--- src/lgsc_pkg.sv ---
// Shared types, widths and constants of the launch grid shape chooser.
// Used by the divider, the multiplier and the top level; depends on nothing.
`default_nettype none
package lgsc_pkg;

   localparam int MAX_DIMS   = 4;
   localparam int EXT_FIELDS = 4;
   localparam int EXT_W      = 32;
   localparam int PCS_W      = 19;
   localparam int BUD_W      = 20;
   localparam int VOL_W      = 64;
   localparam int DIV_W      = 52;
   localparam int DVS_W      = 32;
   localparam int ITER_W     = 6;
   localparam int CSR_IDX_W  = 2;
   localparam int CSR_DATA_W = 40;
   localparam int PC_W       = 13;
   localparam int OF_W       = 7;
   localparam int MSV_W      = 40;
   localparam int LAST_DIM_MIN = 32;
   localparam int PRIME_COUNT  = 5;

   localparam logic [PCS_W-1:0] PIECES_MAX = '1;

   localparam logic [CSR_IDX_W-1:0] CSR_PROC_COUNT    = 2'd0;
   localparam logic [CSR_IDX_W-1:0] CSR_OVERDECOMPOSE = 2'd1;
   localparam logic [CSR_IDX_W-1:0] CSR_MIN_SHARD     = 2'd2;

   typedef struct packed {
      logic [2:0]       dim_count;
      logic [EXT_W-1:0] extent_0;
      logic [EXT_W-1:0] extent_1;
      logic [EXT_W-1:0] extent_2;
      logic [EXT_W-1:0] extent_3;
      logic [3:0]       no_split_mask;
   } req_type;

   typedef struct packed {
      logic             no_parallel;
      logic [PCS_W-1:0] pieces_0;
      logic [PCS_W-1:0] pieces_1;
      logic [PCS_W-1:0] pieces_2;
      logic [PCS_W-1:0] pieces_3;
   } rsp_type;

   typedef struct packed {
      logic              start;
      logic [DIV_W-1:0]  dividend;
      logic [DVS_W-1:0]  divisor;
      logic [ITER_W-1:0] iters;
   } div_req_type;

   typedef struct packed {
      logic             done;
      logic [DIV_W-1:0] quotient;
      logic [DVS_W-1:0] remainder;
   } div_rsp_type;

   typedef struct packed {
      logic [31:0] a;
      logic [31:0] b;
   } mul_req_type;

   typedef enum logic [5:0] {
      ST_IDLE, ST_VOL_HI, ST_VOL_LO, ST_VOL_ADD, ST_CHECK,
      ST_Q_MUL, ST_Q_DIV, ST_DWAIT, ST_Q_RES, ST_SQ_MUL, ST_SQ_CMP,
      ST_RR_MUL, ST_RR_CMP, ST_N1_DIV, ST_N1_RES, ST_N2_DIV, ST_N2_RES,
      ST_SA_DIV, ST_SA_RES, ST_SB_DIV, ST_SB_RES, ST_SC_DIV, ST_SC_RES,
      ST_SD_DIV, ST_SD_RES, ST_ND_F, ST_ND_FR, ST_ND_R, ST_ND_RS,
      ST_ND_PICK, ST_FIN, ST_NOPAR
   } state_type;

   function automatic logic [3:0] prime_at(input logic [2:0] idx);
      logic [3:0] f;
      case (idx)
         3'd0:    f = 4'd11;
         3'd1:    f = 4'd7;
         3'd2:    f = 4'd5;
         3'd3:    f = 4'd3;
         default: f = 4'd2;
      endcase
      return f;
   endfunction

endpackage
`default_nettype wire

--- src/lgsc_mul.sv ---
// Shared 32 by 32 multiplier with a registered product.
// Depends on lgsc_pkg for the operand type.
`default_nettype none
module lgsc_mul (
   input  wire logic                  clock,
   input  wire lgsc_pkg::mul_req_type req,
   output logic [63:0]                prod
);
   import lgsc_pkg::*;

   logic [63:0] prod_ff, prod_in;

   assign prod_in = 64'(req.a) * 64'(req.b);

   always_ff @(posedge clock) begin
      prod_ff <= prod_in;
   end

   assign prod = prod_ff;

endmodule
`default_nettype wire

--- config.mk ---
export PLATFORM = sky130hd
export DESIGN_NAME = lgsc_mul
export DESIGN_NICKNAME = d
export VERILOG_FILES = /design/src/lgsc_pkg.sv /design/src/lgsc_mul.sv
export SDC_FILE = /design/constraint.sdc
export NUM_CORES = 2
export LEC_CHECK = 0
export BUFFER_PORTS_ARGS = -buffer_cell sky130_fd_sc_hd__buf_2
export CORE_MARGIN = 8
export CORE_UTILIZATION = 45
export DETAILED_ROUTE_END_ITERATION = 6
export HOLD_SLACK_MARGIN = 0.05
export SLEW_MARGIN = 25
export SYNTH_ARGS = -nofsm -noshare
export SYNTH_HDL_FRONTEND = slang
export SYNTH_SLANG_ARGS = --single-unit
export TNS_END_PERCENT = 100
--- constraint.sdc ---
create_clock -name clock -period 10 [get_ports clock]
set_clock_uncertainty 0.2 [all_clocks]
set_input_delay 2 -clock clock [delete_from_list [all_inputs] [get_ports clock]]
set_output_delay 2 -clock clock [all_outputs]
set_load 0.01 [all_outputs]
==> impl_metrics.tcl <==
set metrics [dict create \
    synth_nets 4982 \
    fin_crit_ns 9.638 \
    yosysSeqAreaShare 0.03700 \
    worst_setup_path_start_kind "input pin" \
    cp-end-kind "flip-flop" \
    core_mm2 0.07608 \
    vias 24480 \
    place_area_mm2 0.03640 \
    path_cells "buf_2 > and2_1 > fa_1 > fa_1 > inv_1 > fa_1 > fa_1 > inv_1 > fa_1 > fa_1 > fa_1 > fa_1 > ha_1 > nand4_1 > or3_1 > o2111ai_1 > and4_1 > or2_0 > nor4_1 > a311oi_1" \
    drc 0 \
    synth.distinct_cells 56 \
    arrival_ns 9.68 \
    grt_pass1_wl_mm 151.9 \
    final_hold_viol_count 0 \
    synthCells 3758 \
    cts_max_level 3 \
    cts_hold_buf 0 \
    layout_commonest_cell "fa_1" \
    outcome "finished clean" \
    critPathSlowestCell "buf_2" \
    num_io_pins 129 \
    crit_top_cell "fa_1" \
    cp.required_ns 10.04 \
    die_h_um 293.4 \
    hpwl_mm 81.50 \
    drive_above_1_share 0.06582 \
    cap_violations 0 \
    cts_num_sinks 64 \
    relSlewSlack 0.4716 \
    final_nets 4987 \
    ys_seq_elements 64 \
    yosysWarnings 0 \
    max_stage_delay_ns 0.60 \
    gp_congestion 0.8704 \
    avgSynthCellArea_um2 9.215 \
    postRouteAntennaNets 0 \
    synth_edf_count 0 \
    cts_root_buf "clkbuf_16" \
    dieArea_mm2 0.08609 \
    setup_viol 0 \
    fin_crit_sh 0.9638 \
    finish.instance_area_mm2 0.03669 \
    ctsLongestPathBuffers 2 \
    rsz0062_at_grt "false" \
    hold_class "input pin to flip-flop" \
    max_freq_mhz 103.8 \
    drtIter0Drc 1127 \
    wl_per_cell_um 19.88 \
    worstSetupPathType "input pin to flip-flop" \
    wl_mm 95.46 \
    drt-pass1-iter-count 7 \
    nFillCells 7403 \
    viasPerCell 5.099 \
    layout_common_cells "896 x fa_1, 863 x inv_1, 603 x and2_1" \
    synthesis.area_mm2 0.03463 \
    die_width_um 293.4 \
    worst_slack_ns 0.3617 \
    pre_cts_ws_ns 0.2099 \
    postCtsSetupRepairBufs 0 \
    port_buffers 128 \
    initial_core_util 0.4552 \
    synth_flop_cell "dfxtp_1" \
    path_clk_slew_ns 0.06 \
    crit_fanout 32 \
    drv_slew 0 \
    async_flop_share 0 \
    final_util 0.4822 \
    grt_start_max_net_pins 33 \
    largest_reg_flops 64 \
    cts-buffers-inserted 9 \
    area_growth_pct 5.936 \
    first_global_vias 27040 \
    rows 101 \
    finalSetupTns_ns 0 \
    grtUsageTotal 0.2272 \
    cts_tree "yes" \
    grt_overflow 0 \
    antenna_found_initial 7 \
    cts_resized 0 \
    tightest_slew_ns 0.7926 \
]
==> worst max-delay path, delay by kind of cell <==
family	cells	cell delay, ns
and+or+nand+nor	6	1.71
AOI/OAI and AO/OA	2	0.85
adders and majority gates	9	4.38
buffers and inverters	3	0.72
==> stage by stage <==
step	hold slack, ns	std cells
global placement	2.199	4782
global route	2.106	4798
floorplan	1.927	3758
CTS	2.111	4798
detailed placement	2.199	4782
finish	2.092	4801
==> cell type report <==
| type | count | area (um2) | share of cell area |
|---|---|---|---|
| diodes | 3 | 7.507 | 0.0002046 |
| inverters | 863 | 3239 | 0.08830 |
| repair buffers | 221 | 1351 | 0.03684 |
| multi-input cells | 2604 | 29240 | 0.7972 |
| clock inverters | 7 | 47.55 | 0.001296 |
| flip-flops and latches | 64 | 1281 | 0.03492 |
| well taps | 1030 | 1289 | 0.03513 |
| clock buffers | 9 | 225.2 | 0.006139 |
==> cell families after synthesis <==
kind of cell	Yosys count	synth area share
DFF	64	0.03700
muxes	1	0.0002891
adders and majority gates	1159	0.6130
xor gates and xnor gates	59	0.01492
buffers and inverters	1090	0.1185
AOI/OAI and AO/OA	205	0.03917
and+or+nand+nor	1180	0.1771
==> path summary, 6_finish.rpt <==
path,from,endpoint,slack [ns],cells past startpoint
max,req[15],prod[57],0.36,20
min,req[0],prod[0],2.09,2
==> layer usage <==
layer  GRT usage  vias up  wire (um)
li1            -    10870          -
met1      0.2609    12830      35680
met2      0.4252      574      51500
met3     0.03117      200       3947
met4     0.08660        6       4294
met5           0        -         46
==> cell usage after synthesis (3+ instances only) <==
cell type	instances	area [um2]
fa_1	896	17940
inv_1	863	3239
and2_1	603	3772
nand2_1	478	1794
ha_1	263	3291
clkbuf_1	215	807.0
a21oi_1	68	340.3
dfxtp_1	64	1281
a21o_1	37	277.8
xnor2_1	33	289.0
o21ai_0	28	140.1
xor2_1	26	227.7
nand4_1	24	150.1
nor2_1	21	78.83
and3_1	14	87.58
nand3_1	12	60.06
a31oi_1	11	68.82
o21bai_1	10	75.07
buf_2	9	45.04
o21a_1	8	60.06
nor3_1	5	25.02
or3_1	5	31.28
a211oi_1	4	30.03
a221o_1	4	40.04
and4_1	4	35.03
a21boi_0	3	22.52
a311oi_1	3	26.28
o211ai_1	3	22.52
o221ai_1	3	26.28
or2_2	3	18.77
or4_1	3	22.52
Power is left out: the tool's default activity adds up to more than one toggle a clock period on the data nets, which glitch-free logic cannot reach.
