`src/lgsc_pkg.sv`:
```
// Shared types, widths and constants of the launch grid shape chooser.
// Used by the divider, the multiplier and the top level; depends on nothing.
`default_nettype none
package lgsc_pkg;

   localparam int MAX_DIMS   = 4;
   localparam int EXT_FIELDS = 4;
   localparam int EXT_W      = 32;
   localparam int PCS_W      = 19;
   localparam int BUD_W      = 20;
   localparam int VOL_W      = 64;
   localparam int DIV_W      = 52;
   localparam int DVS_W      = 32;
   localparam int ITER_W     = 6;
   localparam int CSR_IDX_W  = 2;
   localparam int CSR_DATA_W = 40;
   localparam int PC_W       = 13;
   localparam int OF_W       = 7;
   localparam int MSV_W      = 40;
   localparam int LAST_DIM_MIN = 32;
   localparam int PRIME_COUNT  = 5;

   localparam logic [PCS_W-1:0] PIECES_MAX = '1;

   localparam logic [CSR_IDX_W-1:0] CSR_PROC_COUNT    = 2'd0;
   localparam logic [CSR_IDX_W-1:0] CSR_OVERDECOMPOSE = 2'd1;
   localparam logic [CSR_IDX_W-1:0] CSR_MIN_SHARD     = 2'd2;

   typedef struct packed {
      logic [2:0]       dim_count;
      logic [EXT_W-1:0] extent_0;
      logic [EXT_W-1:0] extent_1;
      logic [EXT_W-1:0] extent_2;
      logic [EXT_W-1:0] extent_3;
      logic [3:0]       no_split_mask;
   } req_type;

   typedef struct packed {
      logic             no_parallel;
      logic [PCS_W-1:0] pieces_0;
      logic [PCS_W-1:0] pieces_1;
      logic [PCS_W-1:0] pieces_2;
      logic [PCS_W-1:0] pieces_3;
   } rsp_type;

   typedef struct packed {
      logic              start;
      logic [DIV_W-1:0]  dividend;
      logic [DVS_W-1:0]  divisor;
      logic [ITER_W-1:0] iters;
   } div_req_type;

   typedef struct packed {
      logic             done;
      logic [DIV_W-1:0] quotient;
      logic [DVS_W-1:0] remainder;
   } div_rsp_type;

   typedef struct packed {
      logic [31:0] a;
      logic [31:0] b;
   } mul_req_type;

   typedef enum logic [5:0] {
      ST_IDLE, ST_VOL_HI, ST_VOL_LO, ST_VOL_ADD, ST_CHECK,
      ST_Q_MUL, ST_Q_DIV, ST_DWAIT, ST_Q_RES, ST_SQ_MUL, ST_SQ_CMP,
      ST_RR_MUL, ST_RR_CMP, ST_N1_DIV, ST_N1_RES, ST_N2_DIV, ST_N2_RES,
      ST_SA_DIV, ST_SA_RES, ST_SB_DIV, ST_SB_RES, ST_SC_DIV, ST_SC_RES,
      ST_SD_DIV, ST_SD_RES, ST_ND_F, ST_ND_FR, ST_ND_R, ST_ND_RS,
      ST_ND_PICK, ST_FIN, ST_NOPAR
   } state_type;

   function automatic logic [3:0] prime_at(input logic [2:0] idx);
      logic [3:0] f;
      case (idx)
         3'd0:    f = 4'd11;
         3'd1:    f = 4'd7;
         3'd2:    f = 4'd5;
         3'd3:    f = 4'd3;
         default: f = 4'd2;
      endcase
      return f;
   endfunction

endpackage
`default_nettype wire

```
`src/lgsc_div.sv`:
```
// Shared restoring divider, one quotient bit per cycle.
// Depends on lgsc_pkg for the request and response types.
`default_nettype none
module lgsc_div (
   input  wire logic               clock,
   input  wire logic               reset,
   input  wire lgsc_pkg::div_req_type req,
   output lgsc_pkg::div_rsp_type   rsp
);
   import lgsc_pkg::*;

   logic [DIV_W-1:0]  quo_ff, quo_in;
   logic [DVS_W-1:0]  rem_ff, rem_in;
   logic [DVS_W-1:0]  dvs_ff, dvs_in;
   logic [ITER_W-1:0] cnt_ff, cnt_in;
   logic              busy_ff, busy_in;
   logic              done_ff, done_in;
   logic [DVS_W:0]    trial;
   logic [DVS_W:0]    diff;
   logic              ge;

   assign trial = {rem_ff, quo_ff[DIV_W-1]};
   assign diff  = trial - {1'b0, dvs_ff};
   assign ge    = trial >= {1'b0, dvs_ff};

   always_comb begin
      quo_in  = quo_ff;
      rem_in  = rem_ff;
      dvs_in  = dvs_ff;
      cnt_in  = cnt_ff;
      busy_in = busy_ff;
      done_in = 1'b0;
      if (req.start) begin
         quo_in  = req.dividend << (ITER_W'(DIV_W) - req.iters);
         rem_in  = '0;
         dvs_in  = req.divisor;
         cnt_in  = req.iters;
         busy_in = 1'b1;
      end else if (busy_ff) begin
         quo_in = {quo_ff[DIV_W-2:0], ge};
         rem_in = ge ? diff[DVS_W-1:0] : trial[DVS_W-1:0];
         cnt_in = cnt_ff - 1'b1;
         if (cnt_ff == ITER_W'(1)) begin
            busy_in = 1'b0;
            done_in = 1'b1;
         end
      end
   end

   always_ff @(posedge clock) begin
      quo_ff <= quo_in;
      rem_ff <= rem_in;
      dvs_ff <= dvs_in;
      cnt_ff <= cnt_in;
      if (reset) begin
         busy_ff <= 1'b0;
         done_ff <= 1'b0;
      end else begin
         busy_ff <= busy_in;
         done_ff <= done_in;
      end
   end

   assign rsp.done      = done_ff;
   assign rsp.quotient  = quo_ff;
   assign rsp.remainder = rem_ff;

endmodule
`default_nettype wire

```
`config.mk`:
```
export PLATFORM = sky130hd
export DESIGN_NAME = lgsc_div
export DESIGN_NICKNAME = d
export VERILOG_FILES = /design/src/lgsc_pkg.sv /design/src/lgsc_div.sv
export SDC_FILE = /design/constraint.sdc
export NUM_CORES = 1
export LEC_CHECK = 0
export BUFFER_PORTS_ARGS = -buffer_cell sky130_fd_sc_hd__buf_2
export CAP_MARGIN = 40
export CORE_ASPECT_RATIO = 1.5
export CORE_MARGIN = 1.5
export CORE_UTILIZATION = 55
export CTS_BUF_LIST = sky130_fd_sc_hd__clkbuf_8 sky130_fd_sc_hd__clkbuf_16
export CTS_CLUSTER_DIAMETER = 120
export DETAILED_ROUTE_END_ITERATION = 8
export HOLD_SLACK_MARGIN = 0.06
export PLACE_DENSITY = 0.79
export SLEW_MARGIN = 20
export SYNTH_ARGS = -nofsm -noshare
export SYNTH_HDL_FRONTEND = slang
export SYNTH_SLANG_ARGS = --single-unit
```
`constraint.sdc`:
```
create_clock -name clock -period 11.5 [get_ports clock]
set_clock_uncertainty 0.15 [all_clocks]
set_input_delay 2.3 -clock clock [delete_from_list [all_inputs] [get_ports clock]]
set_output_delay 2.3 -clock clock [all_outputs]
set_load 0.005 [all_outputs]
```
==> results <==
- The number of buffers created by CTS is 17.
- The launching instance or port of the critical path is req[0].
- The TritonCTS clock tree is built.
- The startpoint identified for the worst register-to-register timing path is rem_ff[7].
- The number of nets in the final layout is 1,313.
- The count of buffers added on input and output ports is about 180.
- The area after detailed placement is 10,600 sq um.
- With fillers left out, the area of the finished cells amounts to 11,200 sq um.
- The number of nets in the synthesized netlist is 1,165.
- Derived from the worst setup path, the maximum achievable clock frequency is 190 MHz.
- In the synthesized netlist, the number of instances is 1,036.
- Across every metal layer, demand over resource in global routing totals a little under a third.
- The count of hold-fix buffers inserted at cts is 0.
- The prevailing post-synth register cell is sky130_fd_sc_hd__edfxtp_1.
- The number of non-filler instances in the completed layout is ~1,400.
- The worst-case IR drop observed on VDD is between 150 and 200 uV.
- The repair_antennas step left the layout with diodes totalling 0.
- The hold violation total from the final report is 0.
- Adding up every negative setup slack in the final design gives 0 ps.
- The worst relative slew slack is 46.7%.
- In this run the mean area of a mapped cell was 9.14 sq um.
- The first detailed-routing pass ran for 6 iterations.
- The type of the tightest min-delay check is register to register.
- The post-placement cell count is 1,374.
- The count of H-tree levels built during CTS is 4.
- The depth of the worst register-to-register path is 11.
- Dividing the detail-routed wire length by the instance count gives 20.0 um.
- The vertical die dimension is 164 um.
- The tree built by TritonCTS fans out to 124 sinks.
- The largest fanout of any net on the critical path is 55.
- Dividing the final minimum period by the clock period gives 45.9%.
- The vias after detailed routing is 8,919.
- Setup repair after global routing left no endpoint under its margin.
- After synthesis, the share of flip-flops with an asynchronous set or reset is 0%.
- The buffer type at the clock tree root is sky130_fd_sc_hd__clkbuf_16.
- The buffer depth of the longest clock path is 2.
- Once the floorplan was initialized, standard cells occupied a little under three fifths of the core.
- Of the cells placed in the final design, the portion with a size suffix greater than 1 is 24.5%.
- At the worst endpoint, the required time is 11,500 ps.
- The total setup violations reported at the end of the flow is 0.
- For this run, the number of Yosys warnings is 0.
- The clock reaches the later pin of the worst-skew pair after approximately 420 ps.
- After clock tree synthesis, the repair step resized 0 gates.
- The floorplan has 58 rows.
- The worst hold path begins at rem_ff[6].
- The area growth from synthesis to layout is 18.2%.
- Global routing finished with a remaining overflow of 0.
- The first global-routing pass estimated 43,000 um of wire.
- After synthesis the netlist holds a flip-flop and latch count of 124.
- The horizontal die dimension is around 110 um.
- In this run, distinct cell masters in the synthesized netlist total 68.
- The critical path is of the primary input to register type.
- The number of antenna violations at the first check in global routing is 0.
- The number of slew-limit violations in the final report was 0.
- The clock period could shrink to 5280 ps.
- The slack of the worst reg-to-reg path is 8020 ps.
- At the end of routability-driven placement, the weighted congestion stood at 0.947.
- Across the run, the number of max-cap violations was 0.
- The clock transition time at the flip-flop clock pins of the worst setup and hold paths is roughly 60 ps.
- The sum of routed wire length over all layers is around 28,000 um.
- The DRC violations left is 0.
- The largest net degree at the start of global routing is 70.
- The signal arrival time at the worst endpoint is between 5000 and 6000 ps.
- In this run the critical register-to-register path is captured at rem_ff[15].
- The flow ran to the end, and the final reports show no timing, DRC or antenna violations.
- The worst setup path is captured at a register.
- Counting the fill cells in the layout gives 1,434.
- The HPWL after detailed placement is 20,800 um.
- The termination of the worst setup path is quo_ff[44].
- The first routing iteration left 837 violations.
- The boundary pin count is 178.
- The die covers 18,000 sq um.
- After floorplanning, the core was sized to cover 16,800 sq um.
- The number of global-route vias before repair is between 8,000 and 9,000.
- The worst setup path is launched from a primary input.
- The sequential share of the synthesized area is 35.7%.
- Using the TritonRoute via totals, the vias-per-cell ratio works out to 6.34.
- The actual transition at the worst max-transition pin is 799 ps.
- The detail route stage leaves a number of antenna-violating nets equal to 0.
- The count of flip-flops with a built-in enable after synthesis is 90.
- The power density normalized to cell area is ~150 nW/um^2.
- The post-synthesis instance area is 9460 sq um.
- The static power due to leakage is between 4 and 5 nW.
- The buffer count from post-CTS setup fixing is 0.
[synthesized netlist by cell type (all sizes together), types with 3 or more instances]
| master | n | area (sq um) |
|---|---|---|
| o21a | 7 | 52.6 |
| nor2b | 8 | 50.1 |
| mux2 | 8 | 90.1 |
| nand3 | 15 | 75.1 |
| nor2 | 107 | 402 |
| a21oi | 81 | 424 |
| o211ai | 8 | 60.1 |
| clkbuf | 48 | 180 |
| mux4 | 33 | 743 |
| mux2i | 43 | 430 |
| edfxtp | 90 | 2700 |
| or2 | 3 | 18.8 |
| o21ai | 36 | 184 |
| inv | 46 | 173 |
| a31oi | 9 | 56.3 |
| nand2 | 157 | 589 |
| and2 | 3 | 18.8 |
| xor2 | 18 | 158 |
| buf | 20 | 103 |
| nand2b | 7 | 43.8 |
| o221ai | 13 | 114 |
| and3 | 9 | 56.3 |
| ha | 35 | 438 |
| o21bai | 3 | 22.5 |
| o2bb2ai | 31 | 272 |
| dfxtp | 34 | 681 |
| or3 | 3 | 18.8 |
| a2bb2oi | 3 | 26.3 |
| nor4 | 3 | 18.8 |
| a211oi | 38 | 290 |
| nor3 | 15 | 75.1 |
| xnor2 | 19 | 166 |
| a22oi | 4 | 30.0 |
| a311oi | 21 | 190 |
| nor3b | 4 | 30.0 |
| nand4 | 6 | 37.5 |
| a21o | 20 | 158 |
[worst max-delay path: stages]
cell,delay (ps)
sky130_fd_sc_hd__buf_2,70
sky130_fd_sc_hd__buf_4,230
sky130_fd_sc_hd__inv_1,110
sky130_fd_sc_hd__ha_2,320
sky130_fd_sc_hd__buf_4,470
sky130_fd_sc_hd__inv_1,400
sky130_fd_sc_hd__o21ai_0,400
sky130_fd_sc_hd__o21ai_0,200
sky130_fd_sc_hd__mux2i_1,360
sky130_fd_sc_hd__nor2_1,100
sky130_fd_sc_hd__o21ai_0,180
sky130_fd_sc_hd__a31oi_1,110
[power breakdown]
part / internal (W) / leakage, nW / switching [W]
Sequential: 0.000543 / 1.20 / 0.0000400
Clock: 0.000344 / 0.289 / 0.000216
Combinational: 0.000220 / 3.32 / 0.000333
Total: 0.00111 / 4.81 / 0.000589
[how the worst min path moves through the flow]
stage | depth (start not counted) | endpoint | slack, ps
2_1_floorplan | 2 | rem_ff[28] | 350
3_3_place_gp | 2 | rem_ff[24] | 350
3_5_place_dp | 2 | rem_ff[24] | 360
4_1_cts | 2 | rem_ff[24] | 370
5_1_grt | 2 | rem_ff[20] | 400
6_report | 2 | rem_ff[6] | 370
[through the flow]
step,hold WS (ps),power (W),util [%],setup slack [ps]
after floorplan,346,0.000948,-,6260
after global placement,351,0.00112,62.6,5340
after detailed placement,357,0.00113,62.7,5200
after global routing,400,0.00177,66.5,5930
after CTS,368,0.00169,66.3,5670
final,369,0.00170,66.5,6220
[cell type report]
cell class / instances / area, sq um / share of cell area, %
flip-flops and latches: 124 / 3380 / 30.2
inverters: 47 / 176 / 1.58
well taps: 210 / 263 / 2.35
clock inverters: 15 / 186 / 1.67
repair buffers: 197 / 1060 / 9.50
clock buffers: 17 / 425 / 3.80
multi-input cells: 797 / 5690 / 50.9
[sequential cells by signal, summed over array words and instances, names as in the netlist]
name	count
quo_ff	52
done_ff	1
dvs_ff	32
cnt_ff	6
busy_ff	1
rem_ff	32
[cells in the final DEF, fill, tap and decap left out, drive strengths merged, types with 18 or more instances in the layout]
cell       n
a311oi    21
ha        35
o21ai     36
nand2    157
edfxtp    90
dfxtp     34
a21o      20
a21oi     81
mux2i     43
nor2     107
buf      197
inv       51
mux4      33
xor2      18
a211oi    38
o2bb2ai   31
xnor2     19
[logic make-up after synthesis]
group,Yosys count,synth area share (%)
xor gates and xnor gates,37,3.42
and+or+nand+nor,344,15.5
DFF,124,35.7
muxes,84,13.4
adders and majority gates,36,4.84
buffers and inverters,115,4.85
AOI/OAI and AO/OA,296,22.3
[routing by layer]
layer | up-vias | part of all wire, % | track usage [%]
li1 | 4171 | - | -
met1 | 4250 | 36 | 34.5
met2 | 398 | 52 | 56.5
met3 | 100 | 6.3 | 5.31
met4 | 0 | 5.6 | 18.4
met5 | - | 0 | 0
No activity file was read; power rests on OpenSTA's default activity.
